## src/hdl/jadir_pkg.sv

```systemverilog
// ----------------------------------------------------------------------------
// Joystick direction events package
// Widths, constants, register indexes and shared types of the block.
// ----------------------------------------------------------------------------
package jadir_pkg;

  localparam int SAMPLE_W       = 12;
  localparam int KEY_W          = 4;
  localparam int DZ_W           = 8;
  localparam int CFG_IDX_W      = 1;
  localparam int CFG_DATA_W     = 8;
  localparam int WINDOW_DEFAULT = 5;

  // Divider: the dividend is the window sum, at most 16 * 4095 and so
  // below 2^16, and the divisor is the fill count, at most 16.
  localparam int DIV_NW = 16;
  localparam int DIV_DW = 5;

  // Scaling: 255 * |avg - 2047| is at most 255 * 2048, below 2^19. As 2047 is
  // 2^11 - 1, the quotient by it is (x + (x >> 11) + 1) >> 11 for such x.
  localparam int SCALE_W      = 19;
  localparam int CENTER_SHIFT = 11;

  localparam logic [SAMPLE_W-1:0] CENTER         = 12'd2047;
  localparam logic [DZ_W-1:0]     DEADZONE_RESET = 8'd80;

  localparam logic [KEY_W-1:0] KEY_POS_X = 4'd6;
  localparam logic [KEY_W-1:0] KEY_NEG_X = 4'd7;
  localparam logic [KEY_W-1:0] KEY_POS_Y = 4'd8;
  localparam logic [KEY_W-1:0] KEY_NEG_Y = 4'd9;

  localparam logic [CFG_IDX_W-1:0] REG_AXIS_SELECT = 1'b0;
  localparam logic [CFG_IDX_W-1:0] REG_DEADZONE    = 1'b1;

  typedef struct packed {
    logic              start;
    logic [DIV_NW-1:0] dividend;
    logic [DIV_DW-1:0] divisor;
  } div_req_t;

  typedef struct packed {
    logic              done;
    logic [DIV_NW-1:0] quotient;
  } div_rsp_t;

endpackage

```

## src/hdl/jadir_if.sv

```systemverilog
// ----------------------------------------------------------------------------
// Joystick direction events channels
// Valid/ready channels for ADC samples and for direction key events.
// ----------------------------------------------------------------------------
interface jadir_sample_if
  import jadir_pkg::*;
();
  logic                valid;
  logic                ready;
  logic [SAMPLE_W-1:0] sample;

  modport source (output valid, output sample, input ready);
  modport sink   (input valid, input sample, output ready);
endinterface

interface jadir_event_if
  import jadir_pkg::*;
();
  logic             valid;
  logic             ready;
  logic [KEY_W-1:0] key_code;
  logic             pressed;
  logic             last;

  modport source (output valid, output key_code, output pressed, output last, input ready);
  modport sink   (input valid, input key_code, input pressed, input last, output ready);
endinterface

```

## src/hdl/joystick_axis_to_direction_events_unit.sv

```systemverilog
// ----------------------------------------------------------------------------
// Joystick axis to direction events
// Averages joystick ADC samples and turns them into key press/release events.
// ----------------------------------------------------------------------------
// Usage: each request on in_ch carries one 12-bit ADC sample. The block adds
// it to a moving window of the latest WINDOW samples, divides the window sum
// by the number of samples held, centers the average at 2047, scales it to
// -255..255 and compares it with the dead zone. It then sends zero, one or
// two key event requests on out_ch; the last one of a sample has last set.
// Configuration writes (axis_select at index 0, deadzone at index 1) take
// effect at the clock edge where cfg_we_i is high.
// One sample is handled at a time. The window sum is divided by the fill
// count on a restoring divider that retires one quotient bit per cycle over
// 16 bits; the division by 2047 is then an add and a shift, since 2047 is
// one less than a power of two. The first event is shown after the LOAD,
// AVG and SCALE states. A sample without events frees in_ch from SCALE;
// otherwise in_ch is ready again in the cycle after the last event is taken.
// When the receiver stalls, the pending event is held unchanged on out_ch
// and no new sample is accepted. Reset clears the window, the held keys and
// sets axis_select to 0 and deadzone to 80.
module joystick_axis_to_direction_events_unit
  import jadir_pkg::*;
#(
  parameter int WINDOW = WINDOW_DEFAULT
) (
  input  logic                  clk_i,
  input  logic                  rst_ni,
  input  logic                  cfg_we_i,
  input  logic [CFG_IDX_W-1:0]  cfg_index_i,
  input  logic [CFG_DATA_W-1:0] cfg_data_i,
  jadir_sample_if.sink          in_ch,
  jadir_event_if.source         out_ch
);

  localparam int SUM_W = $clog2(WINDOW * 4095 + 1);
  localparam int CNT_W = $clog2(WINDOW + 1);

  typedef enum logic [4:0] {
    ST_IDLE  = 5'b00001,
    ST_LOAD  = 5'b00010,
    ST_AVG   = 5'b00100,
    ST_SCALE = 5'b01000,
    ST_EMIT  = 5'b10000
  } seq_state_e;

  seq_state_e state_q, state_d;

  // Configuration registers.
  logic            axis_q;
  logic [DZ_W-1:0] dz_q;

  always_ff @(posedge clk_i or negedge rst_ni) begin
    if (!rst_ni) begin
      axis_q <= 1'b0;
      dz_q   <= DEADZONE_RESET;
    end else if (cfg_we_i) begin
      unique case (cfg_index_i)
        REG_AXIS_SELECT: axis_q <= cfg_data_i[0];
        REG_DEADZONE:    dz_q   <= cfg_data_i[DZ_W-1:0];
        default:         ;
      endcase
    end
  end

  // Sample window: the sample enters at acceptance, and the updated sum and
  // count are ready for the divider in the following cycle.
  logic             in_accept;
  logic [SUM_W-1:0] win_sum;
  logic [CNT_W-1:0] win_cnt;

  assign in_ch.ready = state_q == ST_IDLE;
  assign in_accept   = in_ch.valid && in_ch.ready;

  jadir_window #(
    .WINDOW (WINDOW)
  ) u_window (
    .clk_i    (clk_i),
    .rst_ni   (rst_ni),
    .push_i   (in_accept),
    .sample_i (in_ch.sample),
    .sum_o    (win_sum),
    .count_o  (win_cnt)
  );

  // Scaling: the average is at most 4095, so its distance from the center
  // is at most 2048. The product 255 * |avg - 2047| is formed as a shift and
  // a subtract and registered when the average is ready; its sign is kept
  // aside to pick the direction after the dead zone compare.
  div_req_t             div_req;
  div_rsp_t             div_rsp;
  logic [SAMPLE_W-1:0]  avg;
  logic [SAMPLE_W:0]    diff;
  logic                 diff_neg;
  logic [SAMPLE_W-1:0]  diff_mag;
  logic [SCALE_W-1:0]   prod;
  logic [SCALE_W-1:0]   prod_q;
  logic                 neg_q;

  always_comb begin
    avg      = div_rsp.quotient[SAMPLE_W-1:0];
    diff     = {1'b0, avg} - {1'b0, CENTER};
    diff_neg = diff[SAMPLE_W];
    diff_mag = diff_neg ? SAMPLE_W'(-diff) : diff[SAMPLE_W-1:0];
    prod     = (SCALE_W'(diff_mag) << 8) - SCALE_W'(diff_mag);
  end

  // The divider takes sum / count once per sample.
  always_comb begin
    div_req.start    = state_q == ST_LOAD;
    div_req.dividend = DIV_NW'(win_sum);
    div_req.divisor  = DIV_DW'(win_cnt);
  end

  jadir_divider u_divider (
    .clk_i  (clk_i),
    .rst_ni (rst_ni),
    .req_i  (div_req),
    .rsp_o  (div_rsp)
  );

  // Event decision. The scaled magnitude is the registered product divided
  // by 2047 with truncation, done as an add and a shift. The scaled value is
  // beyond the dead zone when its magnitude exceeds deadzone; the sign then
  // picks the direction. A zero magnitude always falls in the dead region.
  logic             pos_held_q, neg_held_q;
  logic             pos_held_d, neg_held_d;
  logic [KEY_W-1:0] key_pos, key_neg;
  logic [SCALE_W:0] scale_sum;
  logic [DZ_W-1:0]  scaled_mag;
  logic             beyond;
  logic [KEY_W-1:0] ev_key_d [2];
  logic             ev_prs_d [2];
  logic [1:0]       ev_n_d;
  logic [KEY_W-1:0] ev_key_q [2];
  logic             ev_prs_q [2];
  logic [1:0]       ev_n_q;
  logic             idx_q;

  always_comb begin
    key_pos    = axis_q ? KEY_POS_Y : KEY_POS_X;
    key_neg    = axis_q ? KEY_NEG_Y : KEY_NEG_X;
    scale_sum  = {1'b0, prod_q}
               + {{(CENTER_SHIFT + 1){1'b0}}, prod_q[SCALE_W-1:CENTER_SHIFT]}
               + (SCALE_W + 1)'(1);
    scaled_mag = scale_sum[CENTER_SHIFT +: DZ_W];
    beyond     = scaled_mag > dz_q;
    pos_held_d = pos_held_q;
    neg_held_d = neg_held_q;
    ev_key_d   = '{default: '0};
    ev_prs_d   = '{default: 1'b0};
    ev_n_d     = 2'd0;
    if (beyond && !neg_q) begin
      if (!pos_held_q) begin
        ev_key_d[ev_n_d[0]] = key_pos;
        ev_prs_d[ev_n_d[0]] = 1'b1;
        ev_n_d              = ev_n_d + 2'd1;
        pos_held_d          = 1'b1;
      end
      if (neg_held_q) begin
        ev_key_d[ev_n_d[0]] = key_neg;
        ev_n_d              = ev_n_d + 2'd1;
        neg_held_d          = 1'b0;
      end
    end else if (beyond && neg_q) begin
      if (!neg_held_q) begin
        ev_key_d[ev_n_d[0]] = key_neg;
        ev_prs_d[ev_n_d[0]] = 1'b1;
        ev_n_d              = ev_n_d + 2'd1;
        neg_held_d          = 1'b1;
      end
      if (pos_held_q) begin
        ev_key_d[ev_n_d[0]] = key_pos;
        ev_n_d              = ev_n_d + 2'd1;
        pos_held_d          = 1'b0;
      end
    end else begin
      if (pos_held_q) begin
        ev_key_d[ev_n_d[0]] = key_pos;
        ev_n_d              = ev_n_d + 2'd1;
        pos_held_d          = 1'b0;
      end
      if (neg_held_q) begin
        ev_key_d[ev_n_d[0]] = key_neg;
        ev_n_d              = ev_n_d + 2'd1;
        neg_held_d          = 1'b0;
      end
    end
  end

  // Sequencer.
  logic out_accept;
  assign out_accept = out_ch.valid && out_ch.ready;

  always_comb begin
    state_d = state_q;
    unique case (state_q)
      ST_IDLE:  if (in_accept) state_d = ST_LOAD;
      ST_LOAD:  state_d = ST_AVG;
      ST_AVG:   if (div_rsp.done) state_d = ST_SCALE;
      ST_SCALE: state_d = (ev_n_d == 2'd0) ? ST_IDLE : ST_EMIT;
      ST_EMIT:  if (out_accept && out_ch.last) state_d = ST_IDLE;
      default:  state_d = ST_IDLE;
    endcase
  end

  always_ff @(posedge clk_i or negedge rst_ni) begin
    if (!rst_ni) begin
      state_q    <= ST_IDLE;
      pos_held_q <= 1'b0;
      neg_held_q <= 1'b0;
      neg_q      <= 1'b0;
      ev_n_q     <= 2'd0;
      idx_q      <= 1'b0;
    end else begin
      state_q <= state_d;
      if (state_q == ST_AVG && div_rsp.done) begin
        neg_q <= diff_neg;
      end
      if (state_q == ST_SCALE) begin
        pos_held_q <= pos_held_d;
        neg_held_q <= neg_held_d;
        ev_n_q     <= ev_n_d;
        idx_q      <= 1'b0;
      end else if (out_accept) begin
        idx_q <= 1'b1;
      end
    end
  end

  always_ff @(posedge clk_i) begin
    if (state_q == ST_AVG && div_rsp.done) begin
      prod_q <= prod;
    end
    if (state_q == ST_SCALE) begin
      ev_key_q <= ev_key_d;
      ev_prs_q <= ev_prs_d;
    end
  end

  assign out_ch.valid    = state_q == ST_EMIT;
  assign out_ch.key_code = ev_key_q[idx_q];
  assign out_ch.pressed  = ev_prs_q[idx_q];
  assign out_ch.last     = idx_q || (ev_n_q == 2'd1);

`ifndef SYNTHESIS
  // A sample is never taken while an event of the previous one is pending.
  a_no_accept_while_emitting: assert property (
    @(posedge clk_i) disable iff (!rst_ni) in_ch.ready |-> !out_ch.valid
  ) else $error("input ready while an event is pending");

  // A taken sample keeps the input closed for the following cycle.
  a_busy_after_accept: assert property (
    @(posedge clk_i) disable iff (!rst_ni) in_accept |=> !in_ch.ready
  ) else $error("input ready right after a sample was taken");

  // A first event that is not the last one is followed by a second event.
  a_second_event_follows: assert property (
    @(posedge clk_i) disable iff (!rst_ni)
      (out_accept && !out_ch.last) |=> (out_ch.valid && out_ch.last)
  ) else $error("second event of a sample missing");

  // Both directions of one axis are never held at once.
  a_exclusive_held: assert property (
    @(posedge clk_i) disable iff (!rst_ni) !(pos_held_q && neg_held_q)
  ) else $error("both direction keys held");
`endif

endmodule

```

## src/hdl/jadir_divider.sv

```systemverilog
// ----------------------------------------------------------------------------
// Joystick direction events divider
// Restoring unsigned divider that retires one quotient bit per cycle.
// ----------------------------------------------------------------------------
module jadir_divider
  import jadir_pkg::*;
(
  input  logic     clk_i,
  input  logic     rst_ni,
  input  div_req_t req_i,
  output div_rsp_t rsp_o
);

  localparam int CNT_W = $clog2(DIV_NW + 1);

  logic [DIV_NW-1:0] quo_q;
  logic [DIV_DW-1:0] rem_q, divisor_q;
  logic [CNT_W-1:0]  cnt_q;
  logic              busy_q, done_q;

  logic [DIV_DW:0]   shifted, trial;
  logic              fits;

  // The next dividend bit enters from the top of the quotient register.
  always_comb begin
    shifted = {rem_q, quo_q[DIV_NW-1]};
    trial   = shifted - {1'b0, divisor_q};
    fits    = shifted >= {1'b0, divisor_q};
  end

  always_ff @(posedge clk_i or negedge rst_ni) begin
    if (!rst_ni) begin
      busy_q <= 1'b0;
      done_q <= 1'b0;
      cnt_q  <= '0;
    end else if (req_i.start) begin
      busy_q <= 1'b1;
      done_q <= 1'b0;
      cnt_q  <= CNT_W'(DIV_NW);
    end else if (busy_q) begin
      cnt_q <= cnt_q - 1'b1;
      if (cnt_q == CNT_W'(1)) begin
        busy_q <= 1'b0;
        done_q <= 1'b1;
      end
    end else begin
      done_q <= 1'b0;
    end
  end

  always_ff @(posedge clk_i) begin
    if (req_i.start) begin
      quo_q     <= req_i.dividend;
      rem_q     <= '0;
      divisor_q <= req_i.divisor;
    end else if (busy_q) begin
      quo_q <= {quo_q[DIV_NW-2:0], fits};
      rem_q <= fits ? trial[DIV_DW-1:0] : shifted[DIV_DW-1:0];
    end
  end

  assign rsp_o.done     = done_q;
  assign rsp_o.quotient = quo_q;

endmodule

```

## src/hdl/jadir_window.sv

```systemverilog
// ----------------------------------------------------------------------------
// Joystick direction events sample window
// Ring of the latest samples with its running sum and fill count.
// ----------------------------------------------------------------------------
module jadir_window
  import jadir_pkg::*;
#(
  parameter int WINDOW = WINDOW_DEFAULT
) (
  input  logic                                    clk_i,
  input  logic                                    rst_ni,
  input  logic                                    push_i,
  input  logic [SAMPLE_W-1:0]                     sample_i,
  output logic [$clog2(WINDOW*4095+1)-1:0]        sum_o,
  output logic [$clog2(WINDOW+1)-1:0]             count_o
);

  localparam int SUM_W  = $clog2(WINDOW * 4095 + 1);
  localparam int CNT_W  = $clog2(WINDOW + 1);
  localparam int SLOT_W = (WINDOW > 1) ? $clog2(WINDOW) : 1;

  logic [SAMPLE_W-1:0] ring_q [WINDOW];
  logic [SLOT_W-1:0]   slot_q;
  logic [CNT_W-1:0]    cnt_q;
  logic [SUM_W-1:0]    sum_q;

  logic                full;
  logic [SUM_W-1:0]    evicted;

  // Once the ring is full, the slot about to be overwritten leaves the sum.
  always_comb begin
    full    = cnt_q == CNT_W'(WINDOW);
    evicted = full ? SUM_W'(ring_q[slot_q]) : '0;
  end

  always_ff @(posedge clk_i or negedge rst_ni) begin
    if (!rst_ni) begin
      slot_q <= '0;
      cnt_q  <= '0;
      sum_q  <= '0;
    end else if (push_i) begin
      sum_q  <= sum_q - evicted + SUM_W'(sample_i);
      slot_q <= (slot_q == SLOT_W'(WINDOW - 1)) ? '0 : slot_q + 1'b1;
      if (!full) begin
        cnt_q <= cnt_q + 1'b1;
      end
    end
  end

  always_ff @(posedge clk_i) begin
    if (push_i) begin
      ring_q[slot_q] <= sample_i;
    end
  end

  assign sum_o   = sum_q;
  assign count_o = cnt_q;

endmodule

```

## src/flat_wrapper.sv

```systemverilog
// flat-port wrapper written by rule: the top's interface ports become plain ports
module joystick_axis_to_direction_events_unit_flat import jadir_pkg::*;
#(
  parameter int WINDOW = WINDOW_DEFAULT
)
  (clk_i, rst_ni, cfg_we_i, cfg_index_i, cfg_data_i, in_ch_valid, in_ch_sample, in_ch_ready, out_ch_valid, out_ch_key_code, out_ch_pressed, out_ch_last, out_ch_ready);
  jadir_sample_if in_ch_i ();
  jadir_event_if out_ch_i ();
  input  logic clk_i;
  input  logic rst_ni;
  input  logic cfg_we_i;
  input  logic [CFG_IDX_W-1:0] cfg_index_i;
  input  logic [CFG_DATA_W-1:0] cfg_data_i;
  input wire logic [$bits(in_ch_i.valid)-1:0] in_ch_valid;
  input wire logic [$bits(in_ch_i.sample)-1:0] in_ch_sample;
  output wire logic [$bits(in_ch_i.ready)-1:0] in_ch_ready;
  output wire logic [$bits(out_ch_i.valid)-1:0] out_ch_valid;
  output wire logic [$bits(out_ch_i.key_code)-1:0] out_ch_key_code;
  output wire logic [$bits(out_ch_i.pressed)-1:0] out_ch_pressed;
  output wire logic [$bits(out_ch_i.last)-1:0] out_ch_last;
  input wire logic [$bits(out_ch_i.ready)-1:0] out_ch_ready;
  assign in_ch_i.valid = in_ch_valid;
  assign in_ch_i.sample = in_ch_sample;
  assign in_ch_ready = in_ch_i.ready;
  assign out_ch_valid = out_ch_i.valid;
  assign out_ch_key_code = out_ch_i.key_code;
  assign out_ch_pressed = out_ch_i.pressed;
  assign out_ch_last = out_ch_i.last;
  assign out_ch_i.ready = out_ch_ready;
  joystick_axis_to_direction_events_unit #(.WINDOW(WINDOW)) u_core (.clk_i(clk_i), .rst_ni(rst_ni), .cfg_we_i(cfg_we_i), .cfg_index_i(cfg_index_i), .cfg_data_i(cfg_data_i), .in_ch(in_ch_i), .out_ch(out_ch_i));
endmodule
```

## config.mk

```make
export PLATFORM = sky130hd
export DESIGN_NAME = joystick_axis_to_direction_events_unit_flat
export DESIGN_NICKNAME = d
export VERILOG_FILES = /design/src/hdl/jadir_pkg.sv /design/src/hdl/jadir_if.sv /design/src/hdl/joystick_axis_to_direction_events_unit.sv /design/src/hdl/jadir_divider.sv /design/src/hdl/jadir_window.sv /design/src/flat_wrapper.sv
export SDC_FILE = /design/constraint.sdc
export NUM_CORES = 1
export LEC_CHECK = 0
export BUFFER_PORTS_ARGS = -buffer_cell sky130_fd_sc_hd__clkbuf_2
export CAP_MARGIN = 25
export CORE_UTILIZATION = 30
export CTS_CLUSTER_SIZE = 20
export DETAILED_ROUTE_END_ITERATION = 10
export GPL_TIMING_DRIVEN = 0
export PLACE_DENSITY = 0.43
export SETUP_SLACK_MARGIN = 0.4
export SLEW_MARGIN = 20
export SYNTH_ARGS = -nofsm -noshare
export SYNTH_HDL_FRONTEND = slang
export SYNTH_SLANG_ARGS = --single-unit
```

## constraint.sdc

```tcl
create_clock -name clk_i -period 5.4 [get_ports clk_i]
set_clock_uncertainty 0.1 [all_clocks]
set_input_delay 1.62 -clock clk_i [delete_from_list [all_inputs] [get_ports clk_i]]
set_output_delay 1.62 -clock clk_i [all_outputs]
set_load 0.01 [all_outputs]
```

Yosys cells after proc, flatten, opt, wreduce, memory -nomap -nowiden
Memory sizes are Yosys's and may differ from the RTL's.
Index checks and enable logic that the tools add are counted.
Cells by class
  add/sub/neg operators: 14
  reduce and logical (&&, ||, !) cells: 18
  equality and inequality tests: 13
  magnitude comparators: 9
  bitwise gates (word level): 6
  multiplexer cells: 73
Operator list (count)
  $mux W4: 16
  $mux W8: 5
  $mux W5: 7
  $mux W15: 2
  $pmux W5 S5: 1
  $bwmux W8: 3
  $mux W12: 2
  $mux W1: 23
  $mux W2: 10
  $add A19 B1 Y19 const B: 1
  $add A19 B8 Y19: 1
  $sub A19 B12 Y19: 1
  $add A15 B12 Y15: 1
  $sub A15 B12 Y15: 1
  $sub A12 B11 Y13 const B: 1
  $demux W4 S1: 3
  $neg A12 Y12: 1
  $eq A5 B1 Y1 const B: 2
  $logic_and A1 B1 Y1: 9
  $ge A2 B2 Y1 const B: 4
  $gt A8 B8 Y1: 1
  $not A1 Y2: 4
  $add A2 B1 Y2 const B: 3
  $add A3 B1 Y3 const B: 2
  20 further kinds: 29
Word-level totals
  word-level logic and storage cells: 156
  register bits after elaboration: 100
  output and inout bits: 8
  bits in writable memories: 60
  memories: 1
Memories
  u_core.u_window.ring_q: depth 5, width 12, read ports 1, clocked after memory_dff 0, wr ports 1, line jadir_window.sv:22  | logic [SAMPLE_W-1:0] ring_q [WINDOW];

Depth between registers and ports, before layout
  depth after elaboration: 15
  mapped depth: 21

By module
From an unflattened synthesis, not the netlist that was laid out.
Unflattened totals
  cells, all modules: 819
  area total of the unflattened synthesis: 9525.4 um2
By module, submodules not included
  jadir_window: area an instance 4280.4 um2, times used 1, cells each 334, seq. area each 2327.2 um2
  joystick_axis_to_direction_events_unit: area an instance 3604.7 um2, times used 1, cells each 358, seq. area each 1285.0 um2
  jadir_divider: area an instance 1640.3 um2, times used 1, cells each 127, seq. area each 905.9 um2

Worst setup path after synthesis
Ideal clock, no wire load.
  path kind: reg2reg
  from: register u_core.u_window.slot_q[1]
  to: register u_core.u_window.sum_q[14] (netlist: u_core.u_window.sum_o[14])
  cell stages (with the launch flop): 20
  required time: 5.234 ns
  setup time: 0.066 ns
  setup slack: 1.149 ns
  arrival: 4.085 ns
  cell sequence: dfrtp_1 > clkbuf_1 > buf_1 > mux2i_1 > nor2_1 > a21oi_1 > nor2_1 > a221oi_1 > nor2_1 > fa_1 > inv_1 > ha_1 > nor2b_1 > o31ai_1 > a211oi_1 > o31ai_1 > o21ai_0 > xnor2_1 > or3_1 > nand2_1
Between the ends
  word-level cells in the longest chain between the ends: 4
Ends and longest elaborated chain
  from (decl): line jadir_window.sv:23  | logic [SLOT_W-1:0] slot_q;
  from (signal assigned): line jadir_window.sv:43  | slot_q <= (slot_q == SLOT_W'(WINDOW - 1)) ? '0 : slot_q + 1'b1;
  $mem_v2 Z5 W12
  $mux W12: line jadir_window.sv:33  | evicted = full ? SUM_W'(ring_q[slot_q]) : '0;
  $sub A15 B12 Y15: line jadir_window.sv:42  | sum_q <= sum_q - evicted + SUM_W'(sample_i);
  $add A15 B12 Y15: line jadir_window.sv:42
  to (signal assigned): line jadir_window.sv:42
  to (decl): line jadir_window.sv:25  | logic [SUM_W-1:0] sum_q;
Every way passes these cells.
A chain may end at the register's enable or synchronous reset.

Final worst setup path
  from: register u_core.u_window.slot_q[0]
  to: register u_core.u_window.sum_q[14] (netlist: u_core.u_window.sum_o[14])
Same word-level chain as after synthesis.

==> metrics.log <==
[metrics] Remaining Overflow, GRT: 0
[metrics] routability cong.: 0.7956
[metrics] post-synthesis share of cell area spent on xor and xnor gates: 5.748%
[metrics] kind of critical path: reg2reg
[metrics] wire length of the first global-routing pass: 32.11 mm
[metrics] post-route design area: 0.01028 sq mm
[metrics] largest net degree at the start of global routing: 49
[metrics] count of hold buffers inserted by post-cts repair: 0
[metrics] path type of the worst min-delay path: reg2reg
[metrics] via density per instance: 4.592
[metrics] count of synthesis-stage warnings from yosys: 0
[metrics] number of nets in the layout: 1000
[metrics] RSZ-0062 raised after global routing: yes
[metrics] predominant post-synthesis flop cell: edfxtp_1
[metrics] total power divided by cell area: 619.9 mW/mm^2
[metrics] final critical-path share of the clock period: 86.66%
[metrics] All-Layer GR Usage: 13.40%
[metrics] outcome: completed
[metrics] Cells after DPL: 1284
[metrics] main combinational cell family by area after synthesis: simple AND/OR/NAND/NOR gates
[metrics] Worst Path Arrival: 4.94 ns
[metrics] via count: 6043
[metrics] Critical Path Fanout Max: 10
[metrics] launching element type of the critical path: flop
[metrics] aggregate negative setup slack: 0 ns
[metrics] Compound-Gate Fraction of Synth Area: 11.58%
[metrics] syn nets: 942
[metrics] ys async rst share: 30.38%
[metrics] net load switching power: 2.679 mW
[metrics] number of buffers inserted by port buffering: 33
[metrics] count of endpoints failing hold in the final timing report: 0
[metrics] number of max-slew violations in the final report: 0
[metrics] multiplexer share of the synthesized area: 4.370%
[metrics] flop and latch count out of synthesis: 158
[metrics] count of unresolved DRC violations after routing: 0
[metrics] switching share of power: 42.04%
[metrics] TritonCTS clock tree: done
[metrics] library cell used as clock root buffer: clkbuf_16
[metrics] post-route non-filler standard cell count: 1316
[metrics] Initial Util: 30.41%
[metrics] sum of routed wire length over all layers: 19.43 mm
[metrics] antenna violations before repair: 0
[metrics] Cell variety after synth: 65
[metrics] area of placed instances: 0.009709 sq mm
[metrics] vias in the first global route: 6111
[metrics] final setup violation count: 0
[metrics] Seq/Total Area, Yosys: 49.48%
[metrics] DRC marker count from the first detailed-route iteration: 212
[metrics] fraction of final layout cells sized beyond drive strength 1: 12.74%
[metrics] final antenna-violating net count: 0
[metrics] Gate power share: 51.9%
[metrics] Crit. End Element: flop
[metrics] core region area: 0.02956 sq mm
[metrics] reported max-cap violation count: 0
[metrics] DP Wirelength: 14.76 mm
[metrics] deepest level of the CTS H-tree: 4
[metrics] measured slew at the worst slew-check pin: 0.9150 ns
[metrics] number of diodes added for antenna fixing: 0
[metrics] critical path required time: 5.66 ns
[metrics] area share of and/or/nand/nor cells after synthesis: 13.97%
[metrics] Clock power frac: 18.3%
[metrics] number of buffers inserted to repair setup after CTS: 0
[metrics] Cells after Synth: 855
[metrics] worst vdd rail ir drop: 0.2285 mV
[metrics] number of core rows: 63
[metrics] Die X: 175.1 microns
[metrics] adder-cell share of the synthesized area: 9.576%
[metrics] Die Y: 175.1 microns
[metrics] Routed wire per std cell: 14.76 microns
[metrics] Slew headroom: 38.87%
[metrics] Skew-Pair Late Insertion Delay: 0.43 ns
[metrics] first drt pass iteration count: 4
[metrics] mean instance size in the synthesized netlist: 10.51 sq um
[metrics] Min Clock Period, post-route: 4.680 ns
[metrics] maximum achievable frequency: 213.7 MHz
[metrics] layout-stage area growth over the synthesis result: 14.36%
[metrics] clock transition at the registers of the reported paths: 0.07 ns
[metrics] CTS max path bufs: 2
[metrics] final hold slack: 0.3767 ns
[metrics] static leakage: 4.139 nW
[metrics] die footprint: 0.03066 sq mm
[metrics] Ports: 34
[metrics] EDFF count, synth: 104
[metrics] Internal Pwr Total: 3.694 mW
[metrics] clock buffers created by TritonCTS: 17
[metrics] Seq pwr share: 29.8%
[metrics] total clock sinks: 158
[metrics] post-synthesis cell area: 0.008990 sq mm
==> worst paths after layout <==
kind	endpoint	from	slack [ns]	depth (start not counted)
worst max-delay path	u_core.u_window.sum_o[14]	u_core.u_window.slot_q[0]	0.72	17
worst min-delay path	u_core.u_window.sum_o[3]	u_core.u_window.sum_o[3]	0.38	2
worst max register to register	u_core.u_window.sum_o[14]	u_core.u_window.slot_q[0]	0.72	17
worst min register to register	u_core.u_window.sum_o[3]	u_core.u_window.sum_o[3]	0.38	2
max in group asynchronous	u_core.u_window.slot_q[2]	rst_ni	3.56	1
min in group asynchronous	u_core.idx_q	rst_ni	1.16	1
==> cell families (layout without fill, tap and decap cells) <==
logic type      Yosys count  after routing
simple gates            265            265
compound gates          158            158
xor+xnor                 59             59
buf+inv                 117            188
flops                   158            158
fa+ha+maj                61             61
mux                      37             37
==> registers in the layout, summed over array words and instances, names as in the netlist <==
signal	cells
u_core.u_window.ring_q	60
u_core.ev_n_q	2
u_core.ev_prs_q	1
u_core.state_q	5
u_core.dz_q	8
u_core.u_divider.quo_q	16
u_core.pos_held_q	1
u_core.u_window.count_o	3
u_core.neg_held_q	1
u_core.neg_q	1
u_core.u_divider.rem_q	5
u_core.u_window.slot_q	3
u_core.ev_key_q	6
u_core.prod_q	19
u_core.u_divider.busy_q	1
u_core.u_divider.done_q	1
u_core.idx_q	1
u_core.u_divider.cnt_q	5
u_core.axis_q	1
u_core.u_divider.divisor_q	3
u_core.u_window.sum_o	15
==> metrics by stage <==
stage / worst slack (ns) / util [%] / power, mW
CTS: 0.5087 / 34.75 / 6.482
global placement: 0.3024 / 32.62 / 5.262
detailed placement: 0.2804 / 32.85 / 5.283
global route: 0.3264 / 34.78 / 6.956
finish: 0.7201 / 34.78 / 6.373
floorplan: 1.149 / - / 4.469
==> power groups by stage <==
stage	clock, mW	sequential (mW)	combinational, mW
after global placement	0	1.93	3.33
final	1.16	1.90	3.31
after detailed placement	0	1.93	3.36
after global routing	1.25	1.94	3.77
after CTS	1.21	1.91	3.37
after floorplan	0	1.86	2.61
==> synth_stat cells, drive strengths merged (19+ instances only) <==
| master | n | area share [%] |
|---|---|---|
| edfxtp | 104 | 35 |
| inv | 85 | 3.5 |
| nor2 | 84 | 3.5 |
| nand2 | 78 | 3.3 |
| o21ai | 54 | 3.0 |
| ha | 48 | 6.7 |
| dfrtp | 45 | 13 |
| xnor2 | 33 | 3.2 |
| a21oi | 32 | 1.9 |
| xor2 | 26 | 2.5 |
| mux2i | 22 | 2.5 |
| nor3 | 22 | 1.2 |
| clkbuf | 19 | 0.79 |
==> cells in the final DEF, fill, tap and decap left out, types with 5 or more instances in the layout <==
master / synthesis / final
a21o_1: 6 / 6
nand4_1: 8 / 8
mux2i_1: 21 / 21
clkbuf_1: 19 / 17
o21a_1: 11 / 11
a21oi_1: 31 / 31
nand2_1: 78 / 78
mux2_2: 15 / 15
nand3_1: 15 / 15
or3_1: 9 / 9
clkbuf_16: 0 / 17
dfrtp_1: 45 / 45
nand2b_1: 7 / 7
and3_1: 9 / 9
nor2_1: 84 / 84
nor2b_1: 8 / 8
ha_1: 48 / 48
xnor2_1: 33 / 33
clkbuf_2: 0 / 35
fa_1: 13 / 13
o21ai_0: 53 / 53
a211oi_1: 8 / 8
xor2_1: 26 / 26
nor3_1: 22 / 21
dfxtp_1: 6 / 6
inv_1: 85 / 85
o31ai_1: 5 / 5
a221oi_1: 13 / 13
edfxtp_1: 104 / 104
buf_2: 4 / 9
==> repair_timing <==
action | CTS | global route
resized for setup | 1 | 7
pin swaps | 0 | 0
setup endpoints to repair | 1 | 6
endpoints found under the hold margin | 0 | 0
==> final cells by class <==
type | instances | area, sq um
fill | 3017 | 19280
multi-input combinational | 580 | 4098
buffer | 32 | 160.2
timing repair buffer | 39 | 206.4
tap | 390 | 488.0
sequential | 158 | 4448
clock buffer | 18 | 429.2
inverter | 85 | 319.1
clock inverter | 14 | 132.6
==> metal layers <==
| metal | track usage (%) | wire [microns] |
|---|---|---|
| met1 | 16.39 | 8961 |
| met2 | 23.81 | 9715 |
| met3 | 2.459 | 517 |
| met4 | 3.986 | 232 |
| met5 | 0 | 0 |
==> worst max-delay path, stage by stage, from the launching register on <==
cell,delay (ns)
dfrtp_1,0.36
clkbuf_1,0.28
inv_1,0.20
nor3_1,0.42
clkbuf_2,0.33
a221oi_1,0.11
nor2_1,0.14
fa_1,0.42
inv_1,0.06
ha_1,0.26
nor2b_1,0.16
o31ai_1,0.47
a211oi_1,0.23
o31ai_1,0.36
o21ai_0,0.18
xnor2_1,0.16
or3_1,0.31
nand2_1,0.07
No activity file was read; power rests on OpenSTA's default activity.
